[config.mk]
export PLATFORM = sky130hd
export DESIGN_NAME = reed_solomon_parity_encoder
export DESIGN_NICKNAME = d
export VERILOG_FILES = /design/src/rspe_pkg.sv /design/src/rspe_front.sv /design/src/rspe_queue.sv /design/src/rspe_back.sv /design/src/reed_solomon_parity_encoder.sv
export SDC_FILE = /design/constraint.sdc
export NUM_CORES = 2
export LEC_CHECK = 0
export ABC_AREA = 1
export BUFFER_PORTS_ARGS = -buffer_cell sky130_fd_sc_hd__buf_4
export CAP_MARGIN = 20
export CORE_UTILIZATION = 40
export CTS_CLUSTER_DIAMETER = 80
export DETAILED_ROUTE_END_ITERATION = 12
export PLACE_DENSITY = 0.55
export SLEW_MARGIN = 30
export SYNTH_ARGS = -nofsm -noshare
export SYNTH_HDL_FRONTEND = slang
export SYNTH_HIERARCHICAL = 1
export SYNTH_SLANG_ARGS = --single-unit
[constraint.sdc]
create_clock -name clk -period 12.6 [get_ports clk]
set_clock_uncertainty 0.2 [all_clocks]
set_input_delay 3.15 -clock clk [delete_from_list [all_inputs] [get_ports clk]]
set_output_delay 3.15 -clock clk [all_outputs]
set_load 0.05 [all_outputs]
[src/rspe_pkg.sv]
// ----------------------------------------------------------------------------
// rspe_pkg
// Shared types, constants and GF(256) helpers for the Reed-Solomon parity
// encoder.
// ----------------------------------------------------------------------------
`default_nettype none

package rspe_pkg;

	localparam int MAX_EC_WORDS_DEF = 32;
	localparam int QUEUE_DEPTH      = 2;
	localparam int EC_W             = 6;

	localparam logic [EC_W-1:0] EC_WORDS_RST = 6'd10;
	// Low byte of the field polynomial x^8+x^4+x^3+x^2+1.
	localparam logic [7:0]      GF_POLY_LOW  = 8'h1D;

	typedef enum logic [1:0] {
		ST_INIT,
		ST_BUILD,
		ST_RUN
	} gen_state_t;

	typedef struct packed {
		logic full;
		logic empty;
	} q_status_t;

	function automatic logic [7:0] gf_xtime(input logic [7:0] a);
		return {a[6:0], 1'b0} ^ (a[7] ? GF_POLY_LOW : 8'h00);
	endfunction

	function automatic logic [7:0] gf_mul(input logic [7:0] a, input logic [7:0] b);
		logic [7:0] acc;
		logic [7:0] x;
		acc = '0;
		x   = a;
		for (int i = 0; i < 8; i++) begin
			if (b[i]) begin
				acc = acc ^ x;
			end
			x = gf_xtime(x);
		end
		return acc;
	endfunction

endpackage

`default_nettype wire

[src/rspe_front.sv]
// ----------------------------------------------------------------------------
// rspe_front
// Generator builder and parity LFSR. Takes one data byte per cycle while full
// is low, handing the finished parity block to the queue on the last byte.
// ----------------------------------------------------------------------------
`default_nettype none

module rspe_front import rspe_pkg::*; #(
	parameter int MAX_EC_WORDS = MAX_EC_WORDS_DEF,
	parameter int NW           = $clog2(MAX_EC_WORDS + 1)
) (
	input  wire logic             clk,
	input  wire logic             arst_n,
	input  wire logic             cfg_we,
	input  wire logic [EC_W-1:0]  cfg_wdata,
	input  wire logic             push,
	input  wire logic [7:0]       data_byte,
	input  wire logic             last_byte,
	output logic                  full,
	input  wire q_status_t        q_stat,
	output logic                  enq,
	output logic [7:0]            enq_blk [MAX_EC_WORDS],
	output logic [NW-1:0]         n_eff
);

	localparam int CW = (NW > EC_W) ? NW + 1 : EC_W + 1;
	localparam int IW = $clog2(MAX_EC_WORDS);

	gen_state_t        state_q, state_nx;
	logic              do_init, do_build, running;
	logic [EC_W-1:0]   ec_q;
	logic [CW-1:0]     ec_ext;
	logic [7:0]        g_q    [MAX_EC_WORDS];
	logic [7:0]        p_q    [MAX_EC_WORDS];
	logic [7:0]        prod   [MAX_EC_WORDS];
	logic [7:0]        p_next [MAX_EC_WORDS];
	logic [7:0]        g_next [MAX_EC_WORDS];
	logic [7:0]        root_q;
	logic [NW-1:0]     iter_q;
	logic [IW-1:0]     top_idx;
	logic [7:0]        fb;
	logic [7:0]        mul_b;
	logic              accept;

	// The parity count saturates into the supported range.
	always_comb begin
		ec_ext = CW'(ec_q);
		if (ec_ext < CW'(2)) begin
			n_eff = NW'(2);
		end else if (ec_ext > CW'(MAX_EC_WORDS)) begin
			n_eff = NW'(MAX_EC_WORDS);
		end else begin
			n_eff = NW'(ec_ext);
		end
	end

	always_comb begin
		state_nx = state_q;
		case (state_q)
			ST_INIT:  state_nx = ST_BUILD;
			ST_BUILD: begin
				if (iter_q == n_eff - NW'(1)) begin
					state_nx = ST_RUN;
				end
			end
			ST_RUN:   state_nx = ST_RUN;
			default:  state_nx = ST_INIT;
		endcase
		if (cfg_we) begin
			state_nx = ST_INIT;
		end
	end

	always_comb begin
		do_init  = 1'b0;
		do_build = 1'b0;
		running  = 1'b0;
		case (state_q)
			ST_INIT:  do_init  = 1'b1;
			ST_BUILD: do_build = 1'b1;
			ST_RUN:   running  = 1'b1;
			default:  do_init  = 1'b1;
		endcase
	end

	always_ff @(posedge clk or negedge arst_n) begin
		if (!arst_n) begin
			state_q <= ST_INIT;
			ec_q    <= EC_WORDS_RST;
		end else begin
			state_q <= state_nx;
			if (cfg_we) begin
				ec_q <= cfg_wdata;
			end
		end
	end

	assign full   = !running || q_stat.full;
	assign accept = push && !full;
	assign enq    = accept && last_byte;

	// The multiplier row is shared: it scales by the current root while the
	// generator is built and by the feedback byte while data flows.
	assign top_idx = IW'(n_eff - NW'(1));
	assign fb      = p_q[top_idx] ^ data_byte;
	assign mul_b   = do_build ? root_q : fb;

	always_comb begin
		for (int i = 0; i < MAX_EC_WORDS; i++) begin
			prod[i] = gf_mul(g_q[i], mul_b);
		end
		p_next[0] = prod[0];
		g_next[0] = prod[0];
		for (int i = 1; i < MAX_EC_WORDS; i++) begin
			if (NW'(i) < n_eff) begin
				p_next[i] = p_q[i-1] ^ prod[i];
				g_next[i] = g_q[i-1] ^ prod[i];
			end else begin
				p_next[i] = '0;
				g_next[i] = g_q[i];
			end
		end
	end

	assign enq_blk = p_next;

	always_ff @(posedge clk or negedge arst_n) begin
		if (!arst_n) begin
			iter_q <= '0;
		end else if (do_init) begin
			iter_q <= '0;
		end else if (do_build) begin
			iter_q <= iter_q + NW'(1);
		end
	end

	always_ff @(posedge clk) begin
		if (do_init) begin
			root_q <= 8'h01;
			for (int i = 0; i < MAX_EC_WORDS; i++) begin
				g_q[i] <= (i == 0) ? 8'h01 : 8'h00;
				p_q[i] <= '0;
			end
		end else if (do_build) begin
			root_q <= gf_xtime(root_q);
			g_q    <= g_next;
		end else if (accept) begin
			for (int i = 0; i < MAX_EC_WORDS; i++) begin
				p_q[i] <= last_byte ? 8'h00 : p_next[i];
			end
		end
	end

endmodule

`default_nettype wire

[src/rspe_queue.sv]
// ----------------------------------------------------------------------------
// rspe_queue
// Short queue of finished parity blocks between the LFSR and the output
// sequencer.
// ----------------------------------------------------------------------------
`default_nettype none

module rspe_queue import rspe_pkg::*; #(
	parameter int MAX_EC_WORDS = MAX_EC_WORDS_DEF
) (
	input  wire logic       clk,
	input  wire logic       arst_n,
	input  wire logic       enq,
	input  wire logic [7:0] enq_blk [MAX_EC_WORDS],
	input  wire logic       deq,
	output logic [7:0]      head_blk [MAX_EC_WORDS],
	output q_status_t       q_stat
);

	localparam int QW = (QUEUE_DEPTH > 1) ? $clog2(QUEUE_DEPTH) : 1;
	localparam int CNTW = $clog2(QUEUE_DEPTH + 1);

	logic [7:0]      mem_q [QUEUE_DEPTH][MAX_EC_WORDS];
	logic [QW-1:0]   wr_ptr_q, rd_ptr_q;
	logic [CNTW-1:0] cnt_q;
	logic            do_wr, do_rd;

	assign q_stat.full  = (cnt_q == CNTW'(QUEUE_DEPTH));
	assign q_stat.empty = (cnt_q == '0);
	assign do_wr = enq && !q_stat.full;
	assign do_rd = deq && !q_stat.empty;
	assign head_blk = mem_q[rd_ptr_q];

	always_ff @(posedge clk or negedge arst_n) begin
		if (!arst_n) begin
			wr_ptr_q <= '0;
			rd_ptr_q <= '0;
			cnt_q    <= '0;
		end else begin
			if (do_wr) begin
				wr_ptr_q <= (wr_ptr_q == QW'(QUEUE_DEPTH - 1)) ? '0 : wr_ptr_q + QW'(1);
			end
			if (do_rd) begin
				rd_ptr_q <= (rd_ptr_q == QW'(QUEUE_DEPTH - 1)) ? '0 : rd_ptr_q + QW'(1);
			end
			case ({do_wr, do_rd})
				2'b10:   cnt_q <= cnt_q + CNTW'(1);
				2'b01:   cnt_q <= cnt_q - CNTW'(1);
				default: cnt_q <= cnt_q;
			endcase
		end
	end

	always_ff @(posedge clk) begin
		if (do_wr) begin
			mem_q[wr_ptr_q] <= enq_blk;
		end
	end

endmodule

`default_nettype wire

[src/rspe_back.sv]
// ----------------------------------------------------------------------------
// rspe_back
// Output sequencer. Walks the head parity block from the highest register
// down and retires the block after its final byte is taken.
// ----------------------------------------------------------------------------
`default_nettype none

module rspe_back import rspe_pkg::*; #(
	parameter int MAX_EC_WORDS = MAX_EC_WORDS_DEF,
	parameter int NW           = $clog2(MAX_EC_WORDS + 1)
) (
	input  wire logic          clk,
	input  wire logic          arst_n,
	input  wire logic [7:0]    head_blk [MAX_EC_WORDS],
	input  wire q_status_t     q_stat,
	input  wire logic [NW-1:0] n_eff,
	input  wire logic          pop,
	output logic               deq,
	output logic               empty,
	output logic [7:0]         parity_byte,
	output logic               parity_last
);

	localparam int IW = $clog2(MAX_EC_WORDS);

	logic [IW-1:0] pos_q;
	logic [NW-1:0] rem;
	logic          take;

	assign empty       = q_stat.empty;
	assign rem         = n_eff - NW'(1) - NW'(pos_q);
	assign parity_byte = head_blk[rem[IW-1:0]];
	assign parity_last = (rem == '0);
	assign take        = pop && !empty;
	assign deq         = take && parity_last;

	always_ff @(posedge clk or negedge arst_n) begin
		if (!arst_n) begin
			pos_q <= '0;
		end else if (take) begin
			pos_q <= parity_last ? '0 : pos_q + IW'(1);
		end
	end

endmodule

`default_nettype wire

[src/reed_solomon_parity_encoder.sv]
// ----------------------------------------------------------------------------
// reed_solomon_parity_encoder
// Systematic Reed-Solomon parity encoder over GF(256), polynomial 0x11D.
// ----------------------------------------------------------------------------
// Input side: a byte is taken when push is high and full is low. last_byte
// marks the final data byte of a message. One byte per cycle is accepted
// while the block queue has room and the generator is built; the parity LFSR
// updates through one row of GF multipliers.
// Result side: while empty is low the next parity byte and parity_last are
// on the ports; pop takes it. Bytes come highest register first; parity_last
// on the final one. If no older block waits, the first byte shows the cycle
// after the last data byte is taken, then one byte per cycle while popped.
// Two finished parity blocks can wait; when both slots are taken, full stays
// high on the input side until the receiver pops a whole block.
// The parity count is written through cfg_we/cfg_wdata; the user must write
// it only while idle, which the block does not enforce. Values below 2 or
// above MAX_EC_WORDS saturate. After reset and after each write the
// generator is rebuilt: full is high while it is set up in ST_INIT and
// built in ST_BUILD. A stalled result holds its value.
// ----------------------------------------------------------------------------
`default_nettype none

module reed_solomon_parity_encoder import rspe_pkg::*; #(
	parameter int MAX_EC_WORDS = MAX_EC_WORDS_DEF
) (
	input  wire logic             clk,
	input  wire logic             arst_n,
	input  wire logic             cfg_we,
	input  wire logic [EC_W-1:0]  cfg_wdata,
	input  wire logic             push,
	output logic                  full,
	input  wire logic [7:0]       data_byte,
	input  wire logic             last_byte,
	input  wire logic             pop,
	output logic                  empty,
	output logic [7:0]            parity_byte,
	output logic                  parity_last
);

	localparam int NW = $clog2(MAX_EC_WORDS + 1);

	q_status_t     q_stat;
	logic          enq, deq;
	logic [7:0]    enq_blk  [MAX_EC_WORDS];
	logic [7:0]    head_blk [MAX_EC_WORDS];
	logic [NW-1:0] n_eff;

	rspe_front #(.MAX_EC_WORDS(MAX_EC_WORDS), .NW(NW)) u_front (
		.clk       (clk),
		.arst_n    (arst_n),
		.cfg_we    (cfg_we),
		.cfg_wdata (cfg_wdata),
		.push      (push),
		.data_byte (data_byte),
		.last_byte (last_byte),
		.full      (full),
		.q_stat    (q_stat),
		.enq       (enq),
		.enq_blk   (enq_blk),
		.n_eff     (n_eff)
	);

	rspe_queue #(.MAX_EC_WORDS(MAX_EC_WORDS)) u_queue (
		.clk      (clk),
		.arst_n   (arst_n),
		.enq      (enq),
		.enq_blk  (enq_blk),
		.deq      (deq),
		.head_blk (head_blk),
		.q_stat   (q_stat)
	);

	rspe_back #(.MAX_EC_WORDS(MAX_EC_WORDS), .NW(NW)) u_back (
		.clk         (clk),
		.arst_n      (arst_n),
		.head_blk    (head_blk),
		.q_stat      (q_stat),
		.n_eff       (n_eff),
		.pop         (pop),
		.deq         (deq),
		.empty       (empty),
		.parity_byte (parity_byte),
		.parity_last (parity_last)
	);

endmodule

`default_nettype wire

After elaboration in Yosys (flattened, before gate mapping):

Memories as Yosys holds them, arrays and structs flattened.
Index checks and enable logic that the tools add are counted.

* shifts and indexed selects: 0
* multipliers: 0
* bitwise logic cells: 545
* magnitude comparators: 34
* multiplexer cells: 600
* reduce and logical (&&, ||, !) cells: 47
* $add $sub $neg: 8
* div/mod/pow operators: 0
* eq/ne operators: 8

Operator list (count)
* $xor A8 B8 Y8: 512
* $mux W8: 354
* $mux W5: 226
* $lt A5 B6 Y1 const A: 16
* $reduce_and A2 Y1: 31
* $lt A4 B6 Y1 const A: 8
* $bmux W8 S5: 1
* $or A1 B1 Y1: 32
* $lt A3 B6 Y1 const A: 4
* $mux W6: 4
* $lt A2 B6 Y1 const A: 2
* $mux W1: 11
* $add A6 B1 Y6 const B: 1
* $eq A2 B2 Y1 const B: 3
* $eq A6 B6 Y1: 1
* $ge A6 B6 Y1 const B: 1
* $gt A6 B6 Y1 const B: 1
* $logic_and A1 B1 Y1: 6
* $logic_not A6 Y1: 1
* $lt A1 B6 Y1 const A: 1
* $lt A6 B2 Y1 const B: 1
* $not A5 Y6: 1
* $pmux W2 S3: 1
* $sub A6 B1 Y6 const B: 1
* 15 further kinds: 22

* memory bits (read-only): 0
* memories kept: 2
* output and inout bits: 11
* RAM bits: 768
* bits in latches: 0
* bits in registers: 287

Memories
* u_queue.mem_q: words 2, width 256, read ports 1, clocked after memory_dff 0, wr ports 1, line rspe_queue.sv:23 `logic [7:0] mem_q [QUEUE_DEPTH][MAX_EC_WORDS];`
* u_front.p_q: words 32, width 8, read ports 32, clocked after memory_dff 0, wr ports 32, line rspe_front.sv:34 `logic [7:0] p_q [MAX_EC_WORDS];`

Logic depth before layout (Yosys ltp):

An unclocked memory read counts as a cell.

* depth in word-level cells: 26
* mapped depth: 35
* depth with buffers taken out: 29

Modules after synthesis:

Netlist, hierarchy kept.

By module, submodules not included
* rspe_front: area each 71681.2 um^2, cells each 12382, instances 1
* rspe_queue: area each 18928.2 um^2, cells each 1370, instances 1
* rspe_back: area each 3472.1 um^2, cells each 800, instances 1

Worst setup path before layout:

OpenSTA, ideal clock, no wires.

* path kind: input port to flip-flop
* from: input push
* to: memory u_queue/mem_q[1][0] in the netlist's numbering (enable)
* data arrival time: 14.109 ns
* stages on the path: 4
* required time: 11.521 ns
* setup time: 0.879 ns
* setup slack: -2.588 ns
* cells stage by stage: nand3_1 > nor2_1 > o21ai_0 > nor2_1

* word-level cells in the longest chain between the ends: 5

Ends and longest elaborated chain
* from (decl): line reed_solomon_parity_encoder.sv:30 `input wire logic push,`
* $logic_and A1 B1 Y1: line rspe_front.sv:99 `assign accept = push && !full;`
* $logic_and A1 B1 Y1: line rspe_front.sv:100 `assign enq = accept && last_byte;`
* via enq: line reed_solomon_parity_encoder.sv:43 `logic enq, deq;`
* $logic_and A1 B1 Y1: line rspe_queue.sv:30 `assign do_wr = enq && !q_stat.full;`
* $mux W1: line rspe_queue.sv:55 `if (do_wr) begin`
* $mux W1 (implied by the code): line rspe_queue.sv:56 `mem_q[wr_ptr_q] <= enq_blk;`
* to (decl): line rspe_queue.sv:23

The timed path passes the listed nets, and every way through them passes these cells.

Final worst setup path:

* from: register u_front.ec_q[5]
* to: output parity_byte[0]

* word-level cells in the longest chain between the ends: 9
* elaborated cells on any way between the ends: 10
* classes of those cells: 2 x add/sub; 2 x order compare; 5 x mux; 1 x bitwise

Ends and longest elaborated chain
* from (decl): line rspe_front.sv:31 `logic [EC_W-1:0] ec_q;`
* from (signal assigned): line rspe_front.sv:93 `ec_q <= cfg_wdata;`
* $gt A6 B6 Y1: line rspe_front.sv:50 `end else if (ec_ext > CW'(MAX_EC_WORDS)) begin`
* $mux W6: line rspe_front.sv:50
* $mux W6 (*): line rspe_front.sv:48 `if (ec_ext < CW'(2)) begin`
* via n_eff[0]: line reed_solomon_parity_encoder.sv:46 `logic [NW-1:0] n_eff;`
* $sub A6 B1 Y6 (*): line rspe_back.sv:31 `assign rem = n_eff - NW'(1) - NW'(pos_q);`
* $sub A6 B5 Y6 (*): line rspe_back.sv:31
* $not A5 Y6 (implied by the code) (*): line rspe_back.sv:32 `assign parity_byte = head_blk[rem[IW-1:0]];`
* $bmux W8 S5 (*): line rspe_back.sv:32
* $mux W8 (implied by the code) (*) (2 in a row): line rspe_back.sv:32
* to (decl): line reed_solomon_parity_encoder.sv:36 `output logic [7:0] parity_byte,`

Mark *: on every way through the listed nets, which the timed path passes. The rest lies on a longest branch. The select of a mux whose other input is x is not followed.

==> results.sh <==
export IMPL_avgSynthCellArea_um2=6.47
export IMPL_maxSlewViolCount=0
export IMPL_path_cells="nor2_4 -> nand3_4 -> buf_4 -> nand2_4 -> inv_2 -> ha_4 -> inv_1 -> fa_4 -> buf_4 -> nand3_1 -> nand3_1 -> nand3_1 -> nand2_1 -> nand2_1 -> nand2_1 -> buf_4"
export IMPL_start_kind="flop"
export IMPL_cp_arrival_ns=6.73
export IMPL_setup_violations=0
export IMPL_first_global_vias=82800
export IMPL_ctsResizeCount=0
export IMPL_async_reset_ff_frac=0.0218
export IMPL_cts_root_buf="clkbuf_16"
export IMPL_grt_total_usage=0.288
export IMPL_r2r_end="u_queue/mem_q[0][181]"
export IMPL_die_area_um2=237000
export IMPL_r2r_start="u_front/ec_q[5]"
export IMPL_drcViolationCount=0
export IMPL_rsz0062_at_grt="no"
export IMPL_globalplace_congestion=0.929
export IMPL_cp_max_fo=51
export IMPL_reg2reg_slack_ns=3.70
export IMPL_clockBufferDepth=3
export IMPL_netlist_instances=14600
export IMPL_route_antenna_remaining_nets=0
export IMPL_die_height_um=487
export IMPL_fillerInstances=24700
export IMPL_numClockSinks=1055
export IMPL_yosysSeqAreaShare=0.307
export IMPL_hp_class="flop to flop"
export IMPL_tns_ns=0
export IMPL_slowest_delay_ns=1.19
export IMPL_place_hpwl_um=247000
export IMPL_ys_flop_type="edfxtp_1"
export IMPL_cap_violations=0
export IMPL_start_util=0.403
export IMPL_core_area_um2=233000
export IMPL_numCtsBuffers=137
export IMPL_syn2layout_area_growth_pct=7.34
export IMPL_htreeDepth=4
export IMPL_top_layer="met5"
export IMPL_multi_input_area_um2=56200
export IMPL_hold_viol_final=0
export IMPL_synth_nets=14600
export IMPL_dr_pass1_iters=6
export IMPL_postCtsHoldBufs=0
export IMPL_num_vias=89500
export IMPL_min_period_ns=10.08
export IMPL_yosysUniqueCellTypes=51
export IMPL_cts_setup_buffers=0
export IMPL_path_delay_family="simple AND/OR/NAND/NOR gates"
export IMPL_cp_end_kind="output pin"
export IMPL_grt_remaining_overflow=0
export IMPL_cts_tree="built"
export IMPL_path_clk_slew_ns=0.06
export IMPL_slowest_stage="fa_4"
export IMPL_ios=31
export IMPL_min_delay_start="u_front/root_q[0]"
export IMPL_clk_latency_ns=0.80
export IMPL_via_per_inst=5.13
export IMPL_io_buffers=30
export IMPL_nNetsFinal=14200
export IMPL_r2r_cells=28
export IMPL_finalCritPeriodShare=0.800
export IMPL_crit_buf_inv=5
export IMPL_grt_max_degree=152
export IMPL_wl_met1_um=151000
export IMPL_setup_slack_ns=2.52
export IMPL_critical_path_class="flop to output pin"
export IMPL_holdPathEnd="u_front/root_q[0]"
export IMPL_synth_cell_area_um2=94100
export IMPL_dp_slack_ns=3.55
export IMPL_hold_depth=2
export IMPL_max_slew_margin=0.267
export IMPL_synth_edf_count=768
export IMPL_drt_total_wl_um=349000
export IMPL_final_cell_mix="nand2_1 (5784), inv_1 (1575), nand3_1 (1383)"
export IMPL_layout_commonest_cell="nand2_1"
export IMPL_worst_pin_slew_ns=1.10
export IMPL_ys_seq_elements=1055
export IMPL_yosysWarnings=6
export IMPL_wl_per_cell_um=20.0
export IMPL_register_area_um2=28900
export IMPL_worstPathRequired_ns=9.25
export IMPL_die_x_um=487
export IMPL_max_freq_mhz=99.2
export IMPL_std_cell_rows=177
export IMPL_met2WireLength_um=161000
export IMPL_antenna_found_initial=10
export IMPL_drt_initial_drc_count=8503
export IMPL_grt_pass1_wl_um=520000
export IMPL_status="finished clean"
export IMPL_layout_drive_gt1_share=0.0318
export IMPL_wl_met3_um=24600
## cell usage after synthesis, drive strengths merged (2+ instances only)
master / number / area (µm²)
o211ai: 9 / 67.6
o22ai: 2 / 12.5
inv: 1594 / 5990
a31oi: 4 / 25.0
nand4: 40 / 256
xnor2: 983 / 8700
dfrtp: 21 / 526
xor2: 976 / 8570
o21bai: 2 / 15.0
nand2b: 3 / 18.8
dfxtp: 264 / 5290
clkinv: 14 / 52.6
nand3b: 195 / 1460
nand3: 1388 / 6980
edfxtp: 768 / 23100
a21oi: 216 / 1080
and2: 3 / 18.8
o21ai: 248 / 1240
or2: 32 / 200
nand2: 5806 / 21800
ha: 15 / 188
nor3: 196 / 981
nor2: 1135 / 4280
clkbuf: 293 / 1100
buf: 336 / 2010
dfstp: 2 / 52.6
## sequential cells by signal (all words and copies together), names as in the netlist
signal / count
u_queue/mem_q: 512
u_queue/wr_ptr_q: 1
u_back/pos_q: 5
u_front/p_q: 256
u_queue/cnt_q: 2
u_queue/rd_ptr_q: 1
u_front/iter_q: 6
u_front/root_q: 8
u_front/g_q: 256
u_front/ec_q: 6
u_front/state_q: 2
## how the worst max path moves through the flow
stage | from | end | slack, ns | cells after the start
final | u_front/ec_q[5] | parity_byte[0] | 2.52 | 16
after global routing | u_front/ec_q[5] | parity_byte[0] | 2.44 | 16
after global placement | u_front/ec_q[5] | parity_byte[0] | 3.66 | 16
after floorplan | push | u_queue/mem_q[1][0] | 1.74 | 4
after CTS | u_front/ec_q[5] | parity_byte[0] | 2.69 | 16
after detailed placement | u_front/ec_q[5] | parity_byte[0] | 3.55 | 16
## stage by stage
stage	instance area, µm²	hold WS (ns)	instances	util
detailed placement	96300	0.244	17200	0.413
finish	101000	0.259	17400	0.433
global placement	96300	0.244	17200	0.413
CTS	101000	0.259	17400	0.433
global route	101000	0.295	17400	0.433
floorplan	94100	0.229	14600	-
## worst reg2reg max path, delay by kind of cell (launching register included)
family                   cells  cell delay, ns
XOR/XNOR                     2            0.43
adder cells (fa/ha/maj)      1            0.27
buffers and inverters        7            3.17
flip-flops                   1            0.85
AND/OR/NAND/NOR             18            3.75
## cells by family after synthesis
logic type / count (synthesis) / share of synthesized area
flip-flops: 1055 / 0.307
AND/OR/NAND/NOR: 8801 / 0.383
AO/OA/AOI/OAI: 484 / 0.0262
XOR/XNOR: 1959 / 0.184
adder cells (fa/ha/maj): 16 / 0.00221
buffers and inverters: 2237 / 0.0973
## final cells by class
cell class / count / area share
Clock buffer: 178 / 0.0373
Antenna cell: 3 / 0.0000743
Clock inverter: 75 / 0.00854
Timing Repair Buffer: 131 / 0.0117
Multi-Input combinational cell: 11300 / 0.557
Sequential cell: 1055 / 0.286
Inverter: 1608 / 0.0602
Tap cell: 3132 / 0.0388
## per-layer routing
| metal | up-vias | GRT usage |
|---|---|---|
| met5 | - | 0 |
| met4 | 2 | 0.103 |
| met3 | 515 | 0.0375 |
| met2 | 2988 | 0.480 |
| met1 | 41700 | 0.380 |
| li1 | 44300 | - |
Power is not shown: default switching activity piles up to over one toggle a cycle in this logic, so the estimate is an artifact.
